## config.mk

```make
export PLATFORM = sky130hd
export DESIGN_NAME = ultrasonic_echo_ranger_top
export DESIGN_NICKNAME = d
export VERILOG_FILES = /design/src/sv/uer_pkg.sv /design/src/sv/ultrasonic_echo_ranger_top.sv
export SDC_FILE = /design/constraint.sdc
export NUM_CORES = 1
export LEC_CHECK = 0
export ABC_AREA = 1
export BUFFER_PORTS_ARGS = -buffer_cell sky130_fd_sc_hd__buf_2
export CAP_MARGIN = 20
export CORE_MARGIN = 2
export CORE_UTILIZATION = 67
export CTS_CLUSTER_SIZE = 24
export DETAILED_ROUTE_END_ITERATION = 8
export PLACE_DENSITY = 0.9
export SLEW_MARGIN = 10
export SYNTH_ARGS = -nofsm -noshare
export SYNTH_HDL_FRONTEND = slang
export SYNTH_SLANG_ARGS = --single-unit
```

## constraint.sdc

```tcl
create_clock -name clk -period 8.9 [get_ports clk]
set_clock_uncertainty 0.2 [all_clocks]
set_input_delay 0.89 -clock clk [delete_from_list [all_inputs] [get_ports clk]]
set_output_delay 0.89 -clock clk [all_outputs]
set_load 0.02 [all_outputs]
```

## src/sv/uer_pkg.sv

```systemverilog
package uer_pkg;

	// measurement sequencer phases
	typedef enum logic [5:0] {
		PH_IDLE = 6'b000001,
		PH_LEAD = 6'b000010,
		PH_HIGH = 6'b000100,
		PH_TAIL = 6'b001000,
		PH_WAIT = 6'b010000,
		PH_MEAS = 6'b100000
	} phase_t;

	// result status codes
	localparam logic [1:0] ST_OK      = 2'd0;
	localparam logic [1:0] ST_TIMEOUT = 2'd1;
	localparam logic [1:0] ST_NO_OBST = 2'd2;

	// configuration register indexes
	localparam logic [2:0] REG_LEAD_LOW   = 3'd0;
	localparam logic [2:0] REG_PULSE_HIGH = 3'd1;
	localparam logic [2:0] REG_TAIL_LOW   = 3'd2;
	localparam logic [2:0] REG_RISE_WAIT  = 3'd3;
	localparam logic [2:0] REG_MAX_WIDTH  = 3'd4;

	// register reset values
	localparam logic [7:0]  LEAD_LOW_RST   = 8'd10;
	localparam logic [7:0]  PULSE_HIGH_RST = 8'd15;
	localparam logic [7:0]  TAIL_LOW_RST   = 8'd20;
	localparam logic [19:0] RISE_WAIT_RST  = 20'd600000;
	localparam logic [15:0] MAX_WIDTH_RST  = 16'd60000;

	// ticks per centimeter of round trip
	localparam logic [5:0] CM_DIVISOR = 6'd58;

	// one result transfer
	typedef struct packed {
		logic        trigger_level;
		logic        busy_res;
		logic        done_res;
		logic [1:0]  status;
		logic [15:0] pulse_ticks;
		logic [10:0] distance_cm;
	} res_t;

endpackage

```

## src/sv/ultrasonic_echo_ranger_top.sv

```systemverilog
// Ultrasonic echo ranger. Each input transfer is one 1 us timer tick carrying a command
// (plain tick or start) and the sampled echo pin level; each input transfer yields exactly
// one result transfer, in order. A start runs one measurement: the trigger pin is driven
// low, high and low for the configured tick counts, then the block waits for the echo to
// rise (timeout status after rise_wait_limit ticks) and counts the ticks the echo stays
// high. A width above max_width_ticks reports no obstacle; otherwise the width and the
// distance in cm (width / 58, floor) are reported and held until the next finish. Rate is
// one item per clock cycle while in_stall is low: the sequencer state advances in the cycle
// an item is taken and the result is registered. A two-entry output buffer (result register
// plus skid register) lets an item be taken while a result still waits; input stall rises
// only when both entries are full. The distance comes from a quotient/remainder counter
// pair kept alongside the width count, so no divider or multiplier sits in the tick path.
// Start commands while busy are ignored. Configuration writes are meant for idle periods
// only.
module ultrasonic_echo_ranger_top (
	input  logic        clk,
	input  logic        arst_n,
	// configuration write port
	input  logic        cfg_we,
	input  logic [2:0]  cfg_index,
	input  logic [19:0] cfg_data,
	// input channel
	input  logic        in_valid,
	output logic        in_stall,
	input  logic        command,
	input  logic        echo_level,
	// result channel
	output logic        out_valid,
	input  logic        out_stall,
	output logic        trigger_level,
	output logic        busy_res,
	output logic        done_res,
	output logic [1:0]  status,
	output logic [15:0] pulse_ticks,
	output logic [10:0] distance_cm
);
	import uer_pkg::*;

	// configuration registers
	logic [7:0]  lead_low_q, pulse_high_q, tail_low_q;
	logic [19:0] rise_wait_q;
	logic [15:0] max_width_q;

	// sequencer state
	phase_t      phase_q;
	logic [19:0] phase_cnt_q;
	logic [16:0] width_cnt_q;
	logic [10:0] quo_q;     // width_cnt_q / 58, kept incrementally
	logic [5:0]  rem_q;     // width_cnt_q % 58

	// last finished measurement
	logic [1:0]  held_status_q;
	logic [15:0] held_width_q;
	logic [10:0] held_dist_q;

	// output buffer: result register and skid register
	res_t out_q, skid_q;
	logic out_valid_q, skid_valid_q;

	// next-state signals
	phase_t      phase_cur, phase_d;
	logic [19:0] cnt_cur, cnt_inc, phase_cnt_d;
	logic [16:0] width_inc, width_cnt_d;
	logic [10:0] quo_inc, quo_d;
	logic [5:0]  rem_inc, rem_d;
	logic [1:0]  held_status_d;
	logic [15:0] held_width_d;
	logic [10:0] held_dist_d;
	logic        start, trig, done;
	res_t        res_new;

	logic in_fire, out_fire;

	assign in_stall = skid_valid_q;
	assign in_fire  = in_valid && !skid_valid_q;
	assign out_fire = out_valid_q && !out_stall;

	// configuration writes, values masked to register width by the slices
	always_ff @(posedge clk or negedge arst_n) begin
		if (!arst_n) begin
			lead_low_q   <= LEAD_LOW_RST;
			pulse_high_q <= PULSE_HIGH_RST;
			tail_low_q   <= TAIL_LOW_RST;
			rise_wait_q  <= RISE_WAIT_RST;
			max_width_q  <= MAX_WIDTH_RST;
		end else if (cfg_we) begin
			case (cfg_index)
				REG_LEAD_LOW:   lead_low_q   <= cfg_data[7:0];
				REG_PULSE_HIGH: pulse_high_q <= cfg_data[7:0];
				REG_TAIL_LOW:   tail_low_q   <= cfg_data[7:0];
				REG_RISE_WAIT:  rise_wait_q  <= cfg_data;
				REG_MAX_WIDTH:  max_width_q  <= cfg_data[15:0];
				default: ;      // unused indexes are ignored
			endcase
		end
	end

	// one tick of the sequencer
	always_comb begin
		// a start in idle enters lead-low and runs its first tick right away
		start     = (phase_q == PH_IDLE) && command;
		phase_cur = start ? PH_LEAD : phase_q;
		cnt_cur   = start ? 20'd0 : phase_cnt_q;
		cnt_inc   = cnt_cur + 20'd1;
		width_inc = width_cnt_q + 17'd1;
		// quotient/remainder follow width_inc
		if (rem_q == CM_DIVISOR - 6'd1) begin
			rem_inc = 6'd0;
			quo_inc = quo_q + 11'd1;
		end else begin
			rem_inc = rem_q + 6'd1;
			quo_inc = quo_q;
		end

		phase_d       = phase_cur;
		phase_cnt_d   = cnt_cur;
		width_cnt_d   = start ? 17'd0 : width_cnt_q;
		quo_d         = start ? 11'd0 : quo_q;
		rem_d         = start ? 6'd0 : rem_q;
		held_status_d = held_status_q;
		held_width_d  = held_width_q;
		held_dist_d   = held_dist_q;
		trig          = 1'b0;
		done          = 1'b0;

		case (phase_cur)
			PH_LEAD: begin
				phase_cnt_d = cnt_inc;
				if (cnt_inc >= {12'd0, lead_low_q}) begin
					phase_d     = PH_HIGH;
					phase_cnt_d = 20'd0;
				end
			end
			PH_HIGH: begin
				trig        = 1'b1;
				phase_cnt_d = cnt_inc;
				if (cnt_inc >= {12'd0, pulse_high_q}) begin
					phase_d     = PH_TAIL;
					phase_cnt_d = 20'd0;
				end
			end
			PH_TAIL: begin
				phase_cnt_d = cnt_inc;
				if (cnt_inc >= {12'd0, tail_low_q}) begin
					phase_d     = PH_WAIT;
					phase_cnt_d = 20'd0;
				end
			end
			PH_WAIT: begin
				if (echo_level) begin
					// rising tick starts the width count at zero
					phase_d     = PH_MEAS;
					width_cnt_d = 17'd0;
					quo_d       = 11'd0;
					rem_d       = 6'd0;
				end else begin
					phase_cnt_d = cnt_inc;
					if (cnt_inc >= rise_wait_q) begin
						phase_d       = PH_IDLE;
						phase_cnt_d   = 20'd0;
						held_status_d = ST_TIMEOUT;
						held_width_d  = 16'd0;
						held_dist_d   = 11'd0;
						done          = 1'b1;
					end
				end
			end
			PH_MEAS: begin
				width_cnt_d = width_inc;
				quo_d       = quo_inc;
				rem_d       = rem_inc;
				if (width_inc > {1'b0, max_width_q}) begin
					// echo too long: no obstacle
					phase_d       = PH_IDLE;
					phase_cnt_d   = 20'd0;
					held_status_d = ST_NO_OBST;
					held_width_d  = 16'd0;
					held_dist_d   = 11'd0;
					done          = 1'b1;
				end else if (!echo_level) begin
					// falling tick closes the count; width fits 16 bits here
					phase_d       = PH_IDLE;
					phase_cnt_d   = 20'd0;
					held_status_d = ST_OK;
					held_width_d  = width_inc[15:0];
					held_dist_d   = quo_inc;
					done          = 1'b1;
				end
			end
			default: ;      // idle without start: nothing moves
		endcase

		res_new.trigger_level = trig;
		res_new.busy_res      = (phase_d != PH_IDLE);
		res_new.done_res      = done;
		res_new.status        = held_status_d;
		res_new.pulse_ticks   = held_width_d;
		res_new.distance_cm   = held_dist_d;
	end

	// state advances once per accepted tick
	always_ff @(posedge clk or negedge arst_n) begin
		if (!arst_n) begin
			phase_q       <= PH_IDLE;
			phase_cnt_q   <= 20'd0;
			width_cnt_q   <= 17'd0;
			quo_q         <= 11'd0;
			rem_q         <= 6'd0;
			held_status_q <= ST_OK;
			held_width_q  <= 16'd0;
			held_dist_q   <= 11'd0;
		end else if (in_fire) begin
			phase_q       <= phase_d;
			phase_cnt_q   <= phase_cnt_d;
			width_cnt_q   <= width_cnt_d;
			quo_q         <= quo_d;
			rem_q         <= rem_d;
			held_status_q <= held_status_d;
			held_width_q  <= held_width_d;
			held_dist_q   <= held_dist_d;
		end
	end

	// output buffer control
	always_ff @(posedge clk or negedge arst_n) begin
		if (!arst_n) begin
			out_valid_q  <= 1'b0;
			skid_valid_q <= 1'b0;
		end else if (skid_valid_q) begin
			// input is stalled; drain skid into the result register
			if (out_fire) begin
				skid_valid_q <= 1'b0;
			end
		end else if (in_fire) begin
			if (out_valid_q && !out_fire) begin
				skid_valid_q <= 1'b1;
			end else begin
				out_valid_q <= 1'b1;
			end
		end else if (out_fire) begin
			out_valid_q <= 1'b0;
		end
	end

	// output buffer payload
	always_ff @(posedge clk) begin
		if (skid_valid_q) begin
			if (out_fire) begin
				out_q <= skid_q;
			end
		end else if (in_fire) begin
			if (out_valid_q && !out_fire) begin
				skid_q <= res_new;
			end else begin
				out_q <= res_new;
			end
		end
	end

	assign out_valid     = out_valid_q;
	assign trigger_level = out_q.trigger_level;
	assign busy_res      = out_q.busy_res;
	assign done_res      = out_q.done_res;
	assign status        = out_q.status;
	assign pulse_ticks   = out_q.pulse_ticks;
	assign distance_cm   = out_q.distance_cm;

endmodule
```

# ---- Word level (Yosys, flattened, before mapping)
# Index checks and enable logic that the tools add are counted.
dict set report totals {
  wordCells 131
  in_bits 30
  output_inout_bits 34
  reg_bits 215
}
dict set report classes {
  n_mux 61
  n_reduce_logical 18
  addsub 4
  n_bitwise 1
  n_eq_ne 15
  n_lt_le_gt_ge 5
}
# operator n
set op_table {}
lappend op_table {{two-way mux 20 bit} 8}
lappend op_table {{two-way mux 32 bit} 4}
lappend op_table {{one-hot mux 20 bit (5 select lines)} 1}
lappend op_table {{two-way mux 11 bit} 7}
lappend op_table {{two-way mux 6 bit} 11}
lappend op_table {{two-way mux 16 bit} 4}
lappend op_table {{>= comparator 20 x 8 -> 1 bit} 3}
lappend op_table {{one-hot mux 11 bit (2 select lines)} 2}
lappend op_table {{two-way mux 17 bit} 2}
lappend op_table {{one-hot mux 17 bit (2 select lines)} 1}
lappend op_table {{one-hot mux 16 bit (2 select lines)} 1}
lappend op_table {{one-hot mux 6 bit (5 select lines)} 1}
lappend op_table {{adder 20 x 1 -> 20 bit, second input constant} 1}
lappend op_table {{>= comparator 20 bit} 1}
lappend op_table {{adder 17 x 1 -> 17 bit, second input constant} 1}
lappend op_table {{greater-than comparator 17 x 16 -> 1 bit} 1}
lappend op_table {{== test 6 bit, second input constant} 2}
lappend op_table {{two-way mux 1 bit} 12}
lappend op_table {{one-hot mux 6 bit (2 select lines)} 1}
lappend op_table {{adder 11 x 1 -> 11 bit, second input constant} 1}
lappend op_table {{AND reduction 2 bit} 5}
lappend op_table {{AND reduction 3 bit} 3}
lappend op_table {{two-way mux 2 bit} 4}
lappend op_table {{adder 6 x 1 -> 6 bit, second input constant} 1}
lappend op_table {{18 further kinds} 26}

# ---- Longest topological paths before layout
dict set report logic_depth {
  depth_word 12
  depth_mapped 31
}

# ---- Worst setup path before layout
# OpenSTA, ideal clock, no wires.
dict set report synth_timing {
  kind {input port to flip-flop}
  startpoint {in command}
  endpoint {reg out_q (netlist bit status[0]), data pin}
  n_path_buf 3
  required_ps 8447
  setup_slack_ps 4539
  arrival_time_ps 3908
  cell_stages 25
  cell_sequence {nand3_1 > nor2_2 > buf_6 > buf_6 > nor2_1 > ha_1 > nand4_2 > nor2_4 > xor2_1 > ha_1 > nand2_1 > inv_1 > a221oi_1 > nand2_1 > nand2_1 > nand3_1 > nand2_1 > nand2_1 > nand3_2 > nand3_2 > buf_6 > nand2_1 > o21ai_0 > nand2_1 > nand2_1}
}
dict set report synth_between {
  elab_chain_cells 10
}
# element line_no
set synth_lines {}
lappend synth_lines {{from (decl)} ultrasonic_echo_ranger_top.sv:25} ;# input logic command,
lappend synth_lines {{logical AND 1 bit (*)} ultrasonic_echo_ranger_top.sv:101} ;# start = (phase_q == PH_IDLE) && command;
lappend synth_lines {{two-way mux 20 bit} ultrasonic_echo_ranger_top.sv:103} ;# cnt_cur = start ? 20'd0 : phase_cnt_q;
lappend synth_lines {{adder 20 x 1 -> 20 bit} ultrasonic_echo_ranger_top.sv:104} ;# cnt_inc = cnt_cur + 20'd1;
lappend synth_lines {{>= comparator 20 bit} ultrasonic_echo_ranger_top.sv:158} ;# if (cnt_inc >= rise_wait_q) begin
lappend synth_lines {{two-way mux 2 bit} ultrasonic_echo_ranger_top.sv:158}
lappend synth_lines {{two-way mux 2 bit} ultrasonic_echo_ranger_top.sv:150} ;# if (echo_level) begin
lappend synth_lines {{one-hot mux 2 bit (2 select lines) (*)} ultrasonic_echo_ranger_top.sv:126} ;# case (phase_cur)
lappend synth_lines {{via held_status_d[0]} ultrasonic_echo_ranger_top.sv:66} ;# logic [1:0] held_status_d;
lappend synth_lines {{two-way mux 32 bit (*)} ultrasonic_echo_ranger_top.sv:252} ;# if (out_valid_q && !out_fire) begin
lappend synth_lines {{two-way mux 32 bit (*)} ultrasonic_echo_ranger_top.sv:251} ;# end else if (in_fire) begin
lappend synth_lines {{two-way mux 32 bit (*)} ultrasonic_echo_ranger_top.sv:247} ;# if (skid_valid_q) begin
lappend synth_lines {{to (signal assigned)} ultrasonic_echo_ranger_top.sv:249} ;# out_q <= skid_q;
lappend synth_lines {{to (signal assigned)} ultrasonic_echo_ranger_top.sv:255} ;# out_q <= res_new;
lappend synth_lines {{to (decl)} ultrasonic_echo_ranger_top.sv:57} ;# res_t out_q, skid_q;
# The timed path passes the listed nets; every way through them passes the cells marked *. The select of a mux whose other input is x is not followed.
# A chain may end at the register's enable or synchronous reset.

# ---- Worst setup path in the final report
dict set report layout_timing {
  startpoint {reg phase_q[5]}
  endpoint {reg out_q (netlist bit pulse_ticks[12]), data pin}
}
dict set report layout_between {
  elab_chain_cells 11
}
# element line_no
set layout_lines {}
lappend layout_lines {{from (decl)} ultrasonic_echo_ranger_top.sv:45} ;# phase_t phase_q;
lappend layout_lines {{from (signal assigned)} ultrasonic_echo_ranger_top.sv:213} ;# phase_q <= phase_d;
lappend layout_lines {{== test 6 x 1 -> 1 bit} ultrasonic_echo_ranger_top.sv:101}
lappend layout_lines {{logical AND 1 bit} ultrasonic_echo_ranger_top.sv:101}
lappend layout_lines {{two-way mux 20 bit} ultrasonic_echo_ranger_top.sv:103}
lappend layout_lines {{adder 20 x 1 -> 20 bit} ultrasonic_echo_ranger_top.sv:104}
lappend layout_lines {{>= comparator 20 bit} ultrasonic_echo_ranger_top.sv:158}
lappend layout_lines {{two-way mux 16 bit} ultrasonic_echo_ranger_top.sv:158}
lappend layout_lines {{two-way mux 16 bit} ultrasonic_echo_ranger_top.sv:150}
lappend layout_lines {{one-hot mux 16 bit (2 select lines) (*)} ultrasonic_echo_ranger_top.sv:126}
lappend layout_lines {{via held_width_d[12]} ultrasonic_echo_ranger_top.sv:67} ;# logic [15:0] held_width_d;
lappend layout_lines {{two-way mux 32 bit (*)} ultrasonic_echo_ranger_top.sv:252}
lappend layout_lines {{two-way mux 32 bit (*)} ultrasonic_echo_ranger_top.sv:251}
lappend layout_lines {{two-way mux 32 bit (*)} ultrasonic_echo_ranger_top.sv:247}
# Marked as above.

==> impl_metrics.csv <==
group,metric,value,unit
yosys,seq_area_frac_synth,43.8,%
critical_path,regToRegSetupSlack,3.56,ns
die,die-width,144,µm
critical_path,cp-end-kind,"flip-flop",
die,rows,51,
route,detail_route.iter0.violations,1288,
cts,clockBufferDepth,3,
route,wl_met1,13.5,mm
cts,root_buffer,"clkbuf_16",
cts,cts-buffers-inserted,24,
die,die_area,0.0207,mm²
power,power_leakage,7.17,nW
route,dr.max_layer_used,"met4",
critical_path,crit_type,"reg2reg",
route,totalWireLength,33.7,mm
cts,path_clk_slew,0.06,ns
final_layout,layout-drive-gt1-share,11.2,%
sta,finalMaxSlewViolations,0,
yosys,synth_compound_area_share,10.3,%
yosys,synth_xor_area_share,1.74,%
critical_path,r2r-end,"pulse_ticks[12]",
global_route,grt_overflow,0,
global_route,grt_max_degree,95,
sta,fin_crit,5.34,ns
cts,cts_tree,"done",
run_status,outcome,"finished clean",
route,drc,0,
power,power_density,351,mW/mm²
critical_path,cp_max_fo,29,
power,vdd_drop_max,0.210,mV
placement,dp_hpwl,22.2,mm
final_layout,area_growth,9.39,%
yosys,ys.flop_type,"dfrtp_1",
route,wl_met2,15.6,mm
yosys,synth-edff-count,64,
final_layout,diodes,0,
yosys,ys_types,48,
sta,finalHoldViolations,0,
yosys,synth-simple-area-share,28.8,%
final_layout,final_cell_mix,"574 x nand2_1, 236 x inv_1, 146 x o21ai_0",
global_route,antenna_found_initial,0,
critical_path,crit_start,"phase_q[5]",
yosys,synthTopCellsByArea,"dfrtp_1 24%, nand2_1 16%, edfxtp_1 15%",
route,wire_per_inst,16.6,µm
yosys,syn-num-nets,1802,
critical_path,crit_required,9.09,ns
yosys,syn_inst,1710,
sta,post-route-period-util,60.0,%
yosys,yosysTopAreaCell,"dfrtp_1",
yosys,syn_area,0.0131,mm²
die,start_util,67.7,%
final_layout,fin_util,74.0,%
yosys,yosysTopAreaCellShare,24.3,%
sta,grt_setup_unrepaired,"false",
die,io_pins,64,
power,total_power,0.00503,W
sta,finalSetupViolCount,0,
critical_path,crit_arrival,5.53,ns
yosys,yosys_warnings,0,
critical_path,critPathCapture,"pulse_ticks[12]",
sta,worst_pin_slew,1.10,ns
critical_path,crit_path_start_kind,"flip-flop",
final_layout,final_cells,2026,
placement,io_buffer_count,63,
cts,post-cts-setup-buffers,0,
global_route,grt_pass1_vias,11400,
critical_path,worstReg2RegStart,"phase_q[5]",
die,core-area,0.0193,mm²
cts,post_cts_resized,0,
critical_path,r2r_cells,24,
yosys,syn_avg_cell_area,7.65,µm²
cts,cts.sinks,215,
die,die_h,144,µm
global_route,grt_pass1_wl,55.5,mm
yosys,synth-seq-cells,215,
run,cap_violations,0,
route,dr.pass1.iters,6,
cts,clk-insertion-delay-late,0.53,ns
placement,dp_cells,1982,
sta,setup_tns,0,ns
route,vias,11900,
hold_path,hold_path.class,"in2async",
yosys,synthArstFlopShare,70.2,%
cts,postCtsHoldBufs,0,
global_route,grt_usage,33.7,%
sta,slew_headroom,26.2,%
route,ant_nets,0,
placement,place_congestion,0.988,
yosys,synthAdderAreaFrac,5.93,%
route,met3_length,3.73,mm
yosys,synth_mux_area_share,0,%
route,via_per_inst,5.88,
sta,fmax,0.187,GHz
sta,hold_slack,0.244,ns
yosys,synth_top_family_by_area,"simple AND/OR/NAND/NOR gates",
final_layout,nets,1835,
cts,htree_levels,1,
final_layout,final_common_cell,"nand2_1",
critical path: stages (launching register included):
cell and delay, ns:
dfrtp_1 0.49, nor2_2 0.10, nand2_2 0.09, nor2_2 0.09, nor2_4 0.26, ha_1 0.31
nand4_2 0.18, nor2_4 0.26, xor2_1 0.48, ha_1 0.34, nand2_1 0.08, inv_1 0.05
a221oi_1 0.27, nand2_1 0.09, nand2_1 0.06, nand3_1 0.06, nand2_1 0.06, nand2_1 0.05
nand3_2 0.07, nand3_2 0.37, nand2_2 0.73, nand3_1 0.17, nand3_1 0.18, nand2_1 0.08
nand2_1 0.08
report_power, final:
part	switching (W)	internal, W
registers	0.000218	0.00141
logic	0.00171	0.000725
clock network	0.000406	0.000564
layout make-up:
type	instances	area (µm²)
fill	1393	5020
multi-input combinational	1184	6140
tap	265	332
clock buffer	37	689
timing repair buffer	80	449
clock inverter	7	77.6
inverter	238	893
sequential	215	5730
worst min-delay path by stage:
| stage | startpoint | end | slack (ns) | cells after the start |
|---|---|---|---|---|
| 6_report | arst_n | held_dist_q[4] | 0.24 | 1 |
| 5_1_grt | pulse_high_q[4] | pulse_high_q[4] | 0.30 | 2 |
| 4_1_cts | phase_cnt_q[19] | phase_cnt_q[19] | 0.29 | 2 |
| 3_5_place_dp | phase_cnt_q[19] | phase_cnt_q[19] | 0.27 | 2 |
| 3_3_place_gp | phase_cnt_q[19] | phase_cnt_q[19] | 0.26 | 2 |
| 2_1_floorplan | phase_cnt_q[19] | phase_cnt_q[19] | 0.25 | 2 |
layer usage:
| layer | track usage (%) | up-vias |
|---|---|---|
| met2 | 54.8 | 699 |
| met4 | 9.60 | 0 |
| met5 | 0 | - |
| li1 | - | 5603 |
| met3 | 6.46 | 87 |
| met1 | 46.4 | 5514 |
cell families after synthesis:
kind of cell             count (synthesis)
adder cells (fa/ha/maj)                 62
buffers and inverters                  311
XOR/XNOR                                26
AO/OA/AOI/OAI                          234
AND/OR/NAND/NOR                        862
flip-flops                             215
stage by stage:
step	setup slack (ns)	area, µm²
global placement	3.58	13500
CTS	3.68	14300
floorplan	4.54	13100
finish	3.56	14300
global route	3.25	14300
detailed placement	3.35	13500
Yosys cell counts, types with 2 or more instances:
cell / n
nand2_4: 2
xor2_1: 23
nor2_1: 79
a32oi_1: 2
a21o_1: 2
dfstp_2: 24
edfxtp_1: 64
nand2_1: 574
o21bai_1: 4
buf_6: 7
nor3_1: 12
nand2_2: 6
o22ai_1: 14
nand3_1: 112
a21oi_1: 30
nor2_8: 2
a211oi_1: 2
ha_1: 62
nand4_2: 2
xnor2_1: 3
buf_2: 3
buf_1: 6
o211ai_1: 2
nor4_1: 8
nor2_4: 5
nand3_2: 24
clkbuf_1: 55
nand4_1: 18
inv_1: 236
dfrtp_1: 127
nand3b_1: 5
nor2_2: 11
o21ai_0: 146
o2111ai_1: 24
flip-flops by register name, indices dropped and copies added (netlist names), 11 cells and up:
signal / cells
width_cnt_q: 17
skid_q: 32
distance_cm: 11
held_width_q: 16
pulse_ticks: 16
quo_q: 11
held_dist_q: 11
phase_cnt_q: 20
rise_wait_q: 20
max_width_q: 16
Power figures use the tool's default switching activity.
